$ cat src/hdl/i2c_mw_pkg.sv
`timescale 1ns / 1ps
`default_nettype none
// ============================================================================
// i2c_mw_pkg
// Shared types and constants of the write-only I2C master engine.
// ============================================================================
package i2c_mw_pkg;

    localparam int unsigned BITS_PER_BYTE = 8;
    localparam int unsigned DELAY_W       = 16;
    localparam int unsigned BYTE_W        = 8;
    localparam int unsigned BITCNT_W      = 4;

    // Ticks per bus phase after reset.
    localparam logic [DELAY_W-1:0] DELAY_RESET = 16'd16;

    // Depth of the queue between the front and the back.
    localparam int unsigned QUEUE_DEPTH = 2;
    localparam int unsigned QPTR_W      = $clog2(QUEUE_DEPTH);
    localparam int unsigned QCNT_W      = $clog2(QUEUE_DEPTH + 1);

    // Bus sequencer, one-hot.
    typedef enum logic [10:0] {
        PH_IDLE    = 11'b000_0000_0001,
        PH_START_A = 11'b000_0000_0010,
        PH_START_B = 11'b000_0000_0100,
        PH_BIT_LO  = 11'b000_0000_1000,
        PH_BIT_HI  = 11'b000_0001_0000,
        PH_ACK_LO  = 11'b000_0010_0000,
        PH_ACK_HI  = 11'b000_0100_0000,
        PH_WAIT    = 11'b000_1000_0000,
        PH_STOP_A  = 11'b001_0000_0000,
        PH_STOP_B  = 11'b010_0000_0000,
        PH_STOP_C  = 11'b100_0000_0000
    } t_phase;

    // One classified input beat.
    typedef struct packed {
        logic              is_load;
        logic [BYTE_W-1:0] byte_value;
        logic              first_byte;
        logic              last_byte;
        logic              sda_in;
    } t_cmd;

    // One result beat.
    typedef struct packed {
        logic scl_drive_low;
        logic sda_drive_low;
        logic ready_for_byte;
        logic load_rejected;
        logic byte_done;
        logic ack_seen;
        logic transaction_done;
        logic transaction_ok;
    } t_result;

endpackage : i2c_mw_pkg
`default_nettype wire

$ cat src/hdl/i2c_mw_if.sv
`timescale 1ns / 1ps
`default_nettype none
// ============================================================================
// i2c_mw_if
// Valid/ready channels of the I2C master engine: input items, results and
// the delay register write port.
// ============================================================================
interface i2c_mw_in_if;
    logic       valid;
    logic       ready;
    logic       action;
    logic [7:0] byte_value;
    logic       first_byte;
    logic       last_byte;
    logic       sda_in;

    modport source (output valid, action, byte_value, first_byte, last_byte, sda_in,
                    input ready);
    modport sink   (input valid, action, byte_value, first_byte, last_byte, sda_in,
                    output ready);
endinterface : i2c_mw_in_if

interface i2c_mw_out_if;
    logic valid;
    logic ready;
    logic scl_drive_low;
    logic sda_drive_low;
    logic ready_for_byte;
    logic load_rejected;
    logic byte_done;
    logic ack_seen;
    logic transaction_done;
    logic transaction_ok;

    modport source (output valid, scl_drive_low, sda_drive_low, ready_for_byte,
                    load_rejected, byte_done, ack_seen, transaction_done,
                    transaction_ok, input ready);
    modport sink   (input valid, scl_drive_low, sda_drive_low, ready_for_byte,
                    load_rejected, byte_done, ack_seen, transaction_done,
                    transaction_ok, output ready);
endinterface : i2c_mw_out_if

interface i2c_mw_cfg_if;
    logic        valid;
    logic        ready;
    logic [15:0] delay_count;

    modport source (output valid, delay_count, input ready);
    modport sink   (input valid, delay_count, output ready);
endinterface : i2c_mw_cfg_if
`default_nettype wire

$ cat src/hdl/i2c_mw_front.sv
`timescale 1ns / 1ps
`default_nettype none
// ============================================================================
// i2c_mw_front
// Takes input beats, classifies them as tick or byte load and registers them.
// ============================================================================
module i2c_mw_front (
    input  wire logic         i_clk,
    input  wire logic         i_rst_n,
    i2c_mw_in_if.sink         i_in,
    output logic              o_valid,
    output i2c_mw_pkg::t_cmd  o_cmd,
    input  wire logic         i_ready
);
    import i2c_mw_pkg::*;

    logic r_valid;
    t_cmd r_cmd;
    logic take;

    assign i_in.ready = !r_valid || i_ready;
    assign take       = i_in.valid && i_in.ready;

    always_ff @(posedge i_clk) begin
        if (!i_rst_n) begin
            r_valid <= 1'b0;
        end else if (i_in.ready) begin
            r_valid <= i_in.valid;
        end
    end

    always_ff @(posedge i_clk) begin
        if (take) begin
            r_cmd.is_load    <= i_in.action;
            r_cmd.byte_value <= i_in.byte_value;
            r_cmd.first_byte <= i_in.first_byte;
            r_cmd.last_byte  <= i_in.last_byte;
            r_cmd.sda_in     <= i_in.sda_in;
        end
    end

    assign o_valid = r_valid;
    assign o_cmd   = r_cmd;

endmodule : i2c_mw_front
`default_nettype wire

$ cat src/hdl/i2c_mw_queue.sv
`timescale 1ns / 1ps
`default_nettype none
// ============================================================================
// i2c_mw_queue
// Short register queue of classified beats between the front and the back.
// ============================================================================
module i2c_mw_queue (
    input  wire logic               i_clk,
    input  wire logic               i_rst_n,
    input  wire logic               i_valid,
    input  wire i2c_mw_pkg::t_cmd   i_cmd,
    output logic                    o_ready,
    output logic                    o_valid,
    output i2c_mw_pkg::t_cmd        o_cmd,
    input  wire logic               i_ready
);
    import i2c_mw_pkg::*;

    t_cmd              r_mem [QUEUE_DEPTH];
    logic [QPTR_W-1:0] r_wr_ptr;
    logic [QPTR_W-1:0] r_rd_ptr;
    logic [QCNT_W-1:0] r_count;
    logic              push;
    logic              pop;

    assign o_ready = (r_count != QCNT_W'(QUEUE_DEPTH));
    assign o_valid = (r_count != '0);
    assign o_cmd   = r_mem[r_rd_ptr];
    assign push    = i_valid && o_ready;
    assign pop     = o_valid && i_ready;

    always_ff @(posedge i_clk) begin
        if (!i_rst_n) begin
            r_wr_ptr <= '0;
            r_rd_ptr <= '0;
            r_count  <= '0;
        end else begin
            if (push) begin
                r_wr_ptr <= (r_wr_ptr == QPTR_W'(QUEUE_DEPTH - 1)) ? '0 : r_wr_ptr + 1'b1;
            end
            if (pop) begin
                r_rd_ptr <= (r_rd_ptr == QPTR_W'(QUEUE_DEPTH - 1)) ? '0 : r_rd_ptr + 1'b1;
            end
            case ({push, pop})
                2'b10:   r_count <= r_count + 1'b1;
                2'b01:   r_count <= r_count - 1'b1;
                default: r_count <= r_count;
            endcase
        end
    end

    always_ff @(posedge i_clk) begin
        if (push) begin
            r_mem[r_wr_ptr] <= i_cmd;
        end
    end

endmodule : i2c_mw_queue
`default_nettype wire

$ cat src/hdl/i2c_mw_back.sv
`timescale 1ns / 1ps
`default_nettype none
// ============================================================================
// i2c_mw_back
// Bus sequencer: holding register, phase timer, bit shifter and the result
// register. Carries out one queued beat per cycle while the result is not stalled.
// ============================================================================
module i2c_mw_back (
    input  wire logic                       i_clk,
    input  wire logic                       i_rst_n,
    input  wire logic                       i_valid,
    input  wire i2c_mw_pkg::t_cmd           i_cmd,
    output logic                            o_ready,
    input  wire logic                       i_cfg_valid,
    input  wire logic [15:0]                i_cfg_delay,
    output logic                            o_res_valid,
    output i2c_mw_pkg::t_result             o_res,
    input  wire logic                       i_res_ready
);
    import i2c_mw_pkg::*;

    logic [DELAY_W-1:0]  r_delay;
    t_phase              r_phase,        n_phase;
    logic [BITCNT_W-1:0] r_bit_count,    n_bit_count;
    logic [BYTE_W-1:0]   r_shift,        n_shift;
    logic [DELAY_W-1:0]  r_tick,         n_tick;
    logic [BYTE_W-1:0]   r_held_byte,    n_held_byte;
    logic                r_held_valid,   n_held_valid;
    logic                r_held_first,   n_held_first;
    logic                r_held_last,    n_held_last;
    logic                r_current_last, n_current_last;
    logic                r_all_acked,    n_all_acked;
    logic                r_res_valid;
    t_result             r_res,          n_res;

    logic                take;
    logic [DELAY_W-1:0]  limit;
    logic [DELAY_W-1:0]  tick_inc;
    logic                elapsed;
    logic [DELAY_W-1:0]  tick_after;
    logic [BITCNT_W-1:0] bit_inc;

    assign o_ready = !r_res_valid || i_res_ready;
    assign take    = i_valid && o_ready;

    // Phase timer: a delay of zero behaves as one tick.
    assign limit      = (r_delay == '0) ? DELAY_W'(1) : r_delay;
    assign tick_inc   = r_tick + 1'b1;
    assign elapsed    = (tick_inc >= limit);
    assign tick_after = elapsed ? '0 : tick_inc;
    assign bit_inc    = r_bit_count + 1'b1;

    always_comb begin
        n_phase        = r_phase;
        n_bit_count    = r_bit_count;
        n_shift        = r_shift;
        n_tick         = r_tick;
        n_held_byte    = r_held_byte;
        n_held_valid   = r_held_valid;
        n_held_first   = r_held_first;
        n_held_last    = r_held_last;
        n_current_last = r_current_last;
        n_all_acked    = r_all_acked;
        n_res          = '0;

        if (i_cmd.is_load) begin
            if (r_held_valid) begin
                n_res.load_rejected = 1'b1;
            end else begin
                n_held_byte  = i_cmd.byte_value;
                n_held_first = i_cmd.first_byte;
                n_held_last  = i_cmd.last_byte;
                n_held_valid = 1'b1;
            end
        end else begin
            case (r_phase)
                PH_IDLE: begin
                    if (r_held_valid) begin
                        n_held_valid = 1'b0;
                        // An address byte opens a transaction; anything else is dropped.
                        if (r_held_first) begin
                            n_shift        = {r_held_byte[BYTE_W-2:0], 1'b0};
                            n_current_last = r_held_last;
                            n_bit_count    = '0;
                            n_all_acked    = 1'b1;
                            n_tick         = '0;
                            n_phase        = PH_START_A;
                        end
                    end
                end
                PH_START_A: begin
                    n_tick = tick_after;
                    if (elapsed) begin
                        n_phase = PH_START_B;
                    end
                end
                PH_START_B: begin
                    n_tick = tick_after;
                    if (elapsed) begin
                        n_phase = PH_BIT_LO;
                    end
                end
                PH_BIT_LO: begin
                    n_tick = tick_after;
                    if (elapsed) begin
                        n_phase = PH_BIT_HI;
                    end
                end
                PH_BIT_HI: begin
                    n_tick = tick_after;
                    if (elapsed) begin
                        n_shift     = {r_shift[BYTE_W-2:0], 1'b0};
                        n_bit_count = bit_inc;
                        n_phase     = (bit_inc >= BITCNT_W'(BITS_PER_BYTE)) ? PH_ACK_LO
                                                                            : PH_BIT_LO;
                    end
                end
                PH_ACK_LO: begin
                    n_tick = tick_after;
                    if (elapsed) begin
                        n_phase = PH_ACK_HI;
                    end
                end
                PH_ACK_HI: begin
                    n_tick = tick_after;
                    if (elapsed) begin
                        n_res.byte_done = 1'b1;
                        n_res.ack_seen  = !i_cmd.sda_in;
                        if (i_cmd.sda_in) begin
                            n_all_acked = 1'b0;
                            n_phase     = PH_STOP_A;
                        end else if (r_current_last) begin
                            n_phase = PH_STOP_A;
                        end else if (r_held_valid) begin
                            n_shift        = r_held_byte;
                            n_current_last = r_held_last;
                            n_held_valid   = 1'b0;
                            n_bit_count    = '0;
                            n_phase        = PH_BIT_LO;
                        end else begin
                            n_phase = PH_WAIT;
                        end
                    end
                end
                PH_WAIT: begin
                    if (r_held_valid) begin
                        n_shift        = r_held_byte;
                        n_current_last = r_held_last;
                        n_held_valid   = 1'b0;
                        n_bit_count    = '0;
                        n_tick         = '0;
                        n_phase        = PH_BIT_LO;
                    end
                end
                PH_STOP_A: begin
                    n_tick = tick_after;
                    if (elapsed) begin
                        n_phase = PH_STOP_B;
                    end
                end
                PH_STOP_B: begin
                    n_tick = tick_after;
                    if (elapsed) begin
                        n_phase = PH_STOP_C;
                    end
                end
                PH_STOP_C: begin
                    n_tick = tick_after;
                    if (elapsed) begin
                        n_res.transaction_done = 1'b1;
                        n_res.transaction_ok   = r_all_acked;
                        n_all_acked            = 1'b1;
                        n_phase                = PH_IDLE;
                    end
                end
                default: begin
                    n_phase = PH_IDLE;
                    n_tick  = '0;
                end
            endcase
        end

        // Line drives follow the phase after this beat.
        case (n_phase)
            PH_START_B: begin
                n_res.sda_drive_low = 1'b1;
            end
            PH_BIT_LO: begin
                n_res.scl_drive_low = 1'b1;
                n_res.sda_drive_low = !n_shift[BYTE_W-1];
            end
            PH_BIT_HI: begin
                n_res.sda_drive_low = !n_shift[BYTE_W-1];
            end
            PH_ACK_LO, PH_WAIT: begin
                n_res.scl_drive_low = 1'b1;
            end
            PH_STOP_A: begin
                n_res.scl_drive_low = 1'b1;
                n_res.sda_drive_low = 1'b1;
            end
            PH_STOP_B: begin
                n_res.sda_drive_low = 1'b1;
            end
            default: begin
                n_res.scl_drive_low = 1'b0;
            end
        endcase
        n_res.ready_for_byte = !n_held_valid;
    end

    always_ff @(posedge i_clk) begin
        if (!i_rst_n) begin
            r_delay        <= DELAY_RESET;
            r_phase        <= PH_IDLE;
            r_bit_count    <= '0;
            r_shift        <= '0;
            r_tick         <= '0;
            r_held_valid   <= 1'b0;
            r_held_first   <= 1'b0;
            r_held_last    <= 1'b0;
            r_current_last <= 1'b0;
            r_all_acked    <= 1'b1;
            r_res_valid    <= 1'b0;
        end else begin
            if (i_cfg_valid) begin
                r_delay <= i_cfg_delay;
            end
            if (take) begin
                r_phase        <= n_phase;
                r_bit_count    <= n_bit_count;
                r_shift        <= n_shift;
                r_tick         <= n_tick;
                r_held_valid   <= n_held_valid;
                r_held_first   <= n_held_first;
                r_held_last    <= n_held_last;
                r_current_last <= n_current_last;
                r_all_acked    <= n_all_acked;
                r_res_valid    <= 1'b1;
            end else if (i_res_ready) begin
                r_res_valid <= 1'b0;
            end
        end
    end

    always_ff @(posedge i_clk) begin
        if (take) begin
            r_held_byte <= n_held_byte;
            r_res       <= n_res;
        end
    end

    assign o_res_valid = r_res_valid;
    assign o_res       = r_res;

endmodule : i2c_mw_back
`default_nettype wire

$ cat src/hdl/i2c_master_write_engine.sv
`timescale 1ns / 1ps
`default_nettype none
// ============================================================================
// i2c_master_write_engine
// Write-only open-drain I2C master: START, address, data bytes, ACK checks
// and STOP, driven by tick and byte-load beats.
// ============================================================================
//
//  Channel  | Direction | Beat carries
//  ---------+-----------+------------------------------------------------------
//  i_in     | in        | action, byte_value, first_byte, last_byte, sda_in
//  o_res    | out       | line drives, holding status, ACK and STOP reports
//  i_cfg    | in        | delay_count (ticks per bus phase), always ready
//
// Every input beat yields exactly one result beat. The block takes one beat
// per cycle while o_res is not stalled; a beat is registered in the front
// register, then written into the queue, and its result is then registered
// in the output register by the sequencer. The sequencer handles one beat
// each cycle while o_res is not stalled, so its state update is the one loop
// that sets the rate. A stall on o_res fills the two-entry queue and then the
// front register before i_in.ready drops. Reset is synchronous and active
// low; afterwards the bus is idle and delay_count is 16.
// ============================================================================
module i2c_master_write_engine (
    input  wire logic i_clk,
    input  wire logic i_rst_n,
    i2c_mw_in_if.sink    i_in,
    i2c_mw_out_if.source o_res,
    i2c_mw_cfg_if.sink   i_cfg
);
    import i2c_mw_pkg::*;

    // Front to queue.
    logic    front_valid;
    t_cmd    front_cmd;
    logic    queue_ready;

    // Queue to sequencer.
    logic    queue_valid;
    t_cmd    queue_cmd;
    logic    back_ready;

    // Sequencer result.
    logic    res_valid;
    t_result res;

    // Write the delay register only while the bus is idle; no check enforces it.
    assign i_cfg.ready = 1'b1;

    i2c_mw_front u_front (
        .i_clk   (i_clk),
        .i_rst_n (i_rst_n),
        .i_in    (i_in),
        .o_valid (front_valid),
        .o_cmd   (front_cmd),
        .i_ready (queue_ready)
    );

    i2c_mw_queue u_queue (
        .i_clk   (i_clk),
        .i_rst_n (i_rst_n),
        .i_valid (front_valid),
        .i_cmd   (front_cmd),
        .o_ready (queue_ready),
        .o_valid (queue_valid),
        .o_cmd   (queue_cmd),
        .i_ready (back_ready)
    );

    i2c_mw_back u_back (
        .i_clk       (i_clk),
        .i_rst_n     (i_rst_n),
        .i_valid     (queue_valid),
        .i_cmd       (queue_cmd),
        .o_ready     (back_ready),
        .i_cfg_valid (i_cfg.valid),
        .i_cfg_delay (i_cfg.delay_count),
        .o_res_valid (res_valid),
        .o_res       (res),
        .i_res_ready (o_res.ready)
    );

    // Result beat onto the output channel.
    assign o_res.valid            = res_valid;
    assign o_res.scl_drive_low    = res.scl_drive_low;
    assign o_res.sda_drive_low    = res.sda_drive_low;
    assign o_res.ready_for_byte   = res.ready_for_byte;
    assign o_res.load_rejected    = res.load_rejected;
    assign o_res.byte_done        = res.byte_done;
    assign o_res.ack_seen         = res.ack_seen;
    assign o_res.transaction_done = res.transaction_done;
    assign o_res.transaction_ok   = res.transaction_ok;

endmodule : i2c_master_write_engine
`default_nettype wire
$ cat src/flat_wrapper.sv
// flat-port wrapper written by rule: the top's interface ports become plain ports
module i2c_master_write_engine_flat import i2c_mw_pkg::*;
  (i_clk, i_rst_n, i_in_valid, i_in_action, i_in_byte_value, i_in_first_byte, i_in_last_byte, i_in_sda_in, i_in_ready, o_res_valid, o_res_scl_drive_low, o_res_sda_drive_low, o_res_ready_for_byte, o_res_load_rejected, o_res_byte_done, o_res_ack_seen, o_res_transaction_done, o_res_transaction_ok, o_res_ready, i_cfg_valid, i_cfg_delay_count, i_cfg_ready);
  i2c_mw_in_if i_in_i ();
  i2c_mw_out_if o_res_i ();
  i2c_mw_cfg_if i_cfg_i ();
  input  wire logic i_clk;
  input  wire logic i_rst_n;
  input wire logic [$bits(i_in_i.valid)-1:0] i_in_valid;
  input wire logic [$bits(i_in_i.action)-1:0] i_in_action;
  input wire logic [$bits(i_in_i.byte_value)-1:0] i_in_byte_value;
  input wire logic [$bits(i_in_i.first_byte)-1:0] i_in_first_byte;
  input wire logic [$bits(i_in_i.last_byte)-1:0] i_in_last_byte;
  input wire logic [$bits(i_in_i.sda_in)-1:0] i_in_sda_in;
  output wire logic [$bits(i_in_i.ready)-1:0] i_in_ready;
  output wire logic [$bits(o_res_i.valid)-1:0] o_res_valid;
  output wire logic [$bits(o_res_i.scl_drive_low)-1:0] o_res_scl_drive_low;
  output wire logic [$bits(o_res_i.sda_drive_low)-1:0] o_res_sda_drive_low;
  output wire logic [$bits(o_res_i.ready_for_byte)-1:0] o_res_ready_for_byte;
  output wire logic [$bits(o_res_i.load_rejected)-1:0] o_res_load_rejected;
  output wire logic [$bits(o_res_i.byte_done)-1:0] o_res_byte_done;
  output wire logic [$bits(o_res_i.ack_seen)-1:0] o_res_ack_seen;
  output wire logic [$bits(o_res_i.transaction_done)-1:0] o_res_transaction_done;
  output wire logic [$bits(o_res_i.transaction_ok)-1:0] o_res_transaction_ok;
  input wire logic [$bits(o_res_i.ready)-1:0] o_res_ready;
  input wire logic [$bits(i_cfg_i.valid)-1:0] i_cfg_valid;
  input wire logic [$bits(i_cfg_i.delay_count)-1:0] i_cfg_delay_count;
  output wire logic [$bits(i_cfg_i.ready)-1:0] i_cfg_ready;
  assign i_in_i.valid = i_in_valid;
  assign i_in_i.action = i_in_action;
  assign i_in_i.byte_value = i_in_byte_value;
  assign i_in_i.first_byte = i_in_first_byte;
  assign i_in_i.last_byte = i_in_last_byte;
  assign i_in_i.sda_in = i_in_sda_in;
  assign i_in_ready = i_in_i.ready;
  assign o_res_valid = o_res_i.valid;
  assign o_res_scl_drive_low = o_res_i.scl_drive_low;
  assign o_res_sda_drive_low = o_res_i.sda_drive_low;
  assign o_res_ready_for_byte = o_res_i.ready_for_byte;
  assign o_res_load_rejected = o_res_i.load_rejected;
  assign o_res_byte_done = o_res_i.byte_done;
  assign o_res_ack_seen = o_res_i.ack_seen;
  assign o_res_transaction_done = o_res_i.transaction_done;
  assign o_res_transaction_ok = o_res_i.transaction_ok;
  assign o_res_i.ready = o_res_ready;
  assign i_cfg_i.valid = i_cfg_valid;
  assign i_cfg_i.delay_count = i_cfg_delay_count;
  assign i_cfg_ready = i_cfg_i.ready;
  i2c_master_write_engine u_core (.i_clk(i_clk), .i_rst_n(i_rst_n), .i_in(i_in_i), .o_res(o_res_i), .i_cfg(i_cfg_i));
endmodule
$ cat config.mk
export PLATFORM = sky130hd
export DESIGN_NAME = i2c_master_write_engine_flat
export DESIGN_NICKNAME = d
export VERILOG_FILES = /design/src/hdl/i2c_mw_pkg.sv /design/src/hdl/i2c_mw_if.sv /design/src/hdl/i2c_mw_front.sv /design/src/hdl/i2c_mw_queue.sv /design/src/hdl/i2c_mw_back.sv /design/src/hdl/i2c_master_write_engine.sv /design/src/flat_wrapper.sv
export SDC_FILE = /design/constraint.sdc
export NUM_CORES = 1
export LEC_CHECK = 0
export ABC_AREA = 1
export ABC_CLOCK_PERIOD_IN_PS = 3000
export BUFFER_PORTS_ARGS = -buffer_cell sky130_fd_sc_hd__buf_2
export CORE_MARGIN = 1
export CORE_UTILIZATION = 57
export CTS_BUF_LIST = sky130_fd_sc_hd__clkbuf_2 sky130_fd_sc_hd__clkbuf_4 sky130_fd_sc_hd__clkbuf_8
export CTS_CLUSTER_SIZE = 25
export DETAILED_ROUTE_END_ITERATION = 16
export GPL_TIMING_DRIVEN = 1
export PLACE_DENSITY = 0.8
export SYNTH_ARGS = -nofsm -noshare
export SYNTH_HDL_FRONTEND = slang
export SYNTH_SLANG_ARGS = --single-unit
$ cat constraint.sdc
create_clock -name i_clk -period 3 [get_ports i_clk]
set_input_delay 0.3 -clock i_clk [delete_from_list [all_inputs] [get_ports i_clk]]
set_output_delay 0.3 -clock i_clk [all_outputs]
set_load 0.05 [all_outputs]
==> results.yml <==
routing:
  vias_per_cell: 5.57
  first_iter_violations: 425
  vias: 5930
  final_antenna_net_count: 0
  wire_per_inst_um: 15.6
  remaining_drc_errors: 0
  routed_wl_um: 16600
  dr.pass1.iters: 5
min_path:
  hp-class: "primary input to flop"
  holdCritStartpoint: "i_cfg_delay_count[0]"
  holdPathStages: 3
  hold-path-endpoint: "u_core.u_back.r_delay[0]"
sta:
  hold_viol_final: 0
  skew_ns: 0.0151
  min_period_over_period_pct: 124
  fin_crit_ns: 3.73
  max_freq_ghz: 0.268
  rsz0062_at_grt: "yes"
  setup_slack_ns: -0.726
  slew_viol_final: 0
  tightest_slew_ns: 0.986
  tns_ns: -19.65
  slew_headroom_pct: 34.0
  setup_violations: 49
  holdWs_ns: 0.0592
pwr:
  p_per_area_nw_per_um2: 659
  vdd_drop_max_mv: 0.544
  p_leak_uw: 0.00366
placement:
  place_ws_ns: -0.600
  port_buffers: 42
  globalplace.congestion: 0.910
  dp_hpwl_um: 10500
logic_synthesis:
  synth_top_area_share_pct: 24.5
  synth_compound_area_share_pct: 12.3
  synth_async_sr_flop_share_pct: 0
  yosys.area_share.adder_pct: 3.73
  syn_inst: 792
  muxShareOfSynthArea_pct: 0
  yosysMostFrequentCell: "nand2_1"
  synth_edf_count: 52
  synth_xor_area_share_pct: 2.46
  synth.distinct_cells: 53
  synth_seq_cells: 119
  synth_area_um2: 6370
  yosys.area.top_type: "edfxtp_1"
  yosys_warnings: 0
  synthSimpleGateAreaFrac_pct: 27.8
  synthTopCellsByArea: "edfxtp_1, dfxtp_1, nand2_1"
  synthTopCellsByCount: "nand2_1, inv_1, a21oi_1, dfxtp_1, nor2_1"
  yosys_most_used_dff: "dfxtp_1"
  synth_top_family_by_area: "simple AND/OR/NAND/NOR gates"
  synth_nets: 844
  ys_seq_area_share_pct: 45.6
  syn_avg_cell_area_um2: 8.04
setup_path:
  endpoint_kind: "flop"
  worstSetupPathType: "flop to flop"
  reg2reg_from: "u_core.u_back.r_tick[1]"
  start_kind: "flop"
  cp.arrival_ns: 4.07
  reg2reg_to: "u_core.u_back.o_res[6]"
  cp_max_fo: 5
  reg2reg_slack_ns: -0.73
  reg2reg_depth: 26
  crit_required_ns: 3.35
floorplanning:
  dieHeight_um: 108
  rows: 38
  core_area_um2: 10800
  die_x_um: 108
  io_pins: 44
  start_util_pct: 58.7
  die_area_um2: 11600
global_route:
  grt_usage_pct: 28.9
  grt.overflow.total: 0
  grt_max_degree: 34
  grt_pass1_vias: 5643
  antenna_found_initial: 0
  grt_pass1_wl_um: 25700
outcome:
  outcome: "complete, but fails checks"
  violations: "negative setup slack"
clocking:
  clock_sinks: 119
  clkTransAtPathRegs_ns: 0.08
  cts_tree: "done"
  clock_latency_ns: 0.48
  h-tree-depth: 4
  cts-buffers-inserted: 17
  clock-root-buffer: "clkbuf_8"
  clock_path_buffers: 2
flow_run:
  maxCapViolations: 0
final_layout:
  diodes: 0
  area_growth_pct: 31.5
  drive_gt1_share_pct: 33.6
  fillers: 672
  nNetsFinal: 964
-- critical path, cell delays in order, from the launching register on --
cell and delay, ns:
dfxtp_2 0.36, buf_4 0.12, ha_2 0.18, nand2_2 0.08
nor2_4 0.10, nand3_2 0.13, nor2_4 0.12, nand3_2 0.09
nor2_2 0.14, buf_4 0.13, xnor2_1 0.10, inv_1 0.08
ha_1 0.28, nand4_1 0.17, a21oi_2 0.20, nor2_4 0.08
buf_12 0.14, buf_8 0.12, nand4_1 0.11, nand2_2 0.08
a21oi_4 0.21, nand3_4 0.12, nor2_4 0.13, nand2_1 0.10
nand2_1 0.10, nand2_1 0.06, nand2_1 0.05
-- placed cells by master, fill, tap and decap left out, types with 5 or more instances in the layout --
master,netlist,layout
a21oi_1,67,43
a21oi_2,2,22
a21oi_4,2,6
buf_2,0,42
buf_4,4,58
buf_6,3,6
clkbuf_8,0,17
dfxtp_1,67,64
dlygate4sd3_1,0,12
edfxtp_1,52,52
ha_1,19,16
inv_1,88,85
inv_2,13,15
inv_8,0,6
nand2_1,194,167
nand2_2,10,29
nand2_4,4,11
nand3_1,35,22
nand3_2,4,14
nand3_4,3,6
nand4_1,10,10
nor2_1,66,56
nor2_2,8,11
nor2_4,4,11
nor3_1,19,13
nor3_2,1,7
nor4_1,6,5
o21ai_0,40,31
o21ai_2,3,6
xnor2_1,8,5
xor2_1,8,8
-- power breakdown --
group          internal, µW  switching, µW
Clock                   774            767
Sequential             1990            150
Combinational           507           1330
-- registers in the layout, indices dropped and copies added, names as in the netlist, 2 cells and up, named ones only --
register and count:
u_core.u_back.r_shift 8, u_core.u_back.r_delay 16, u_core.u_back.r_tick 16, u_core.u_back.r_phase 11
u_core.u_front.o_cmd 12, u_core.u_back.r_bit_count 4, u_core.u_queue.r_mem 24, u_core.u_back.r_held_byte 8
u_core.u_queue.r_count 2, u_core.u_back.o_res 8
-- timing repair --
| action | CTS | global route |
|---|---|---|
| gates resized for setup | 62 | 79 |
| gates cloned | 0 | 2 |
| hold buffers | 12 | 0 |
| endpoints found under the setup margin | 49 | 49 |
| pin swaps | 31 | 44 |
| setup buffers | 11 | 10 |
| hold endpoints to repair | 12 | 0 |
-- cells by family after synthesis --
logic type / count (synthesis)
flip-flops: 119
AND/OR/NAND/NOR: 376
other: 1
buffers and inverters: 126
adder cells (fa/ha/maj): 19
XOR/XNOR: 17
AO/OA/AOI/OAI: 134
-- metrics by stage --
stage	cell area (µm²)	total power, µW	utilization, %	std cells
4_1_cts	7930	5380	73.2	1055
3_3_place_gp	7080	3730	65.3	1000
3_5_place_dp	7080	3780	65.3	1000
6_report	8370	5520	77.3	1065
5_1_grt	8370	5780	77.3	1065
2_1_floorplan	6410	3340	-	792
-- how the worst max path moves through the flow --
stage                                        from                     end  slack, ns  depth (start not counted)
final                     u_core.u_back.r_tick[1]  u_core.u_back.o_res[6]      -0.73                         26
after global routing      u_core.u_back.r_tick[1]  u_core.u_back.o_res[6]      -0.89                         26
after CTS                 u_core.u_back.r_tick[1]  u_core.u_back.o_res[6]      -0.62                         27
after detailed placement  u_core.u_back.r_tick[1]  u_core.u_back.o_res[6]      -0.60                         26
after global placement    u_core.u_back.r_tick[1]  u_core.u_back.o_res[6]      -0.44                         27
after floorplan           u_core.u_back.r_tick[2]  u_core.u_back.o_res[6]      -0.21                         26
-- metal layers --
layer  global-route usage (%)  part of all wire, %  up-vias
met5                        0                    0        -
met4                     15.6                  4.2        0
met3                     7.75                  5.3       58
met2                     49.7                   50      216
met1                     32.4                   40     2801
li1                         -                    -     2855
-- cell type report --
| cell class | count | area (µm²) | area share (%) |
|---|---|---|---|
| Clock buffer | 17 | 234 | 2.79 |
| Multi-Input combinational cell | 548 | 3530 | 42.1 |
| Clock inverter | 15 | 181 | 2.17 |
| Timing Repair Buffer | 125 | 963 | 11.5 |
| Sequential cell | 119 | 2910 | 34.7 |
| Tap cell | 140 | 175 | 2.09 |
| Inverter | 101 | 387 | 4.62 |
(Power assumes the default switching activity.)
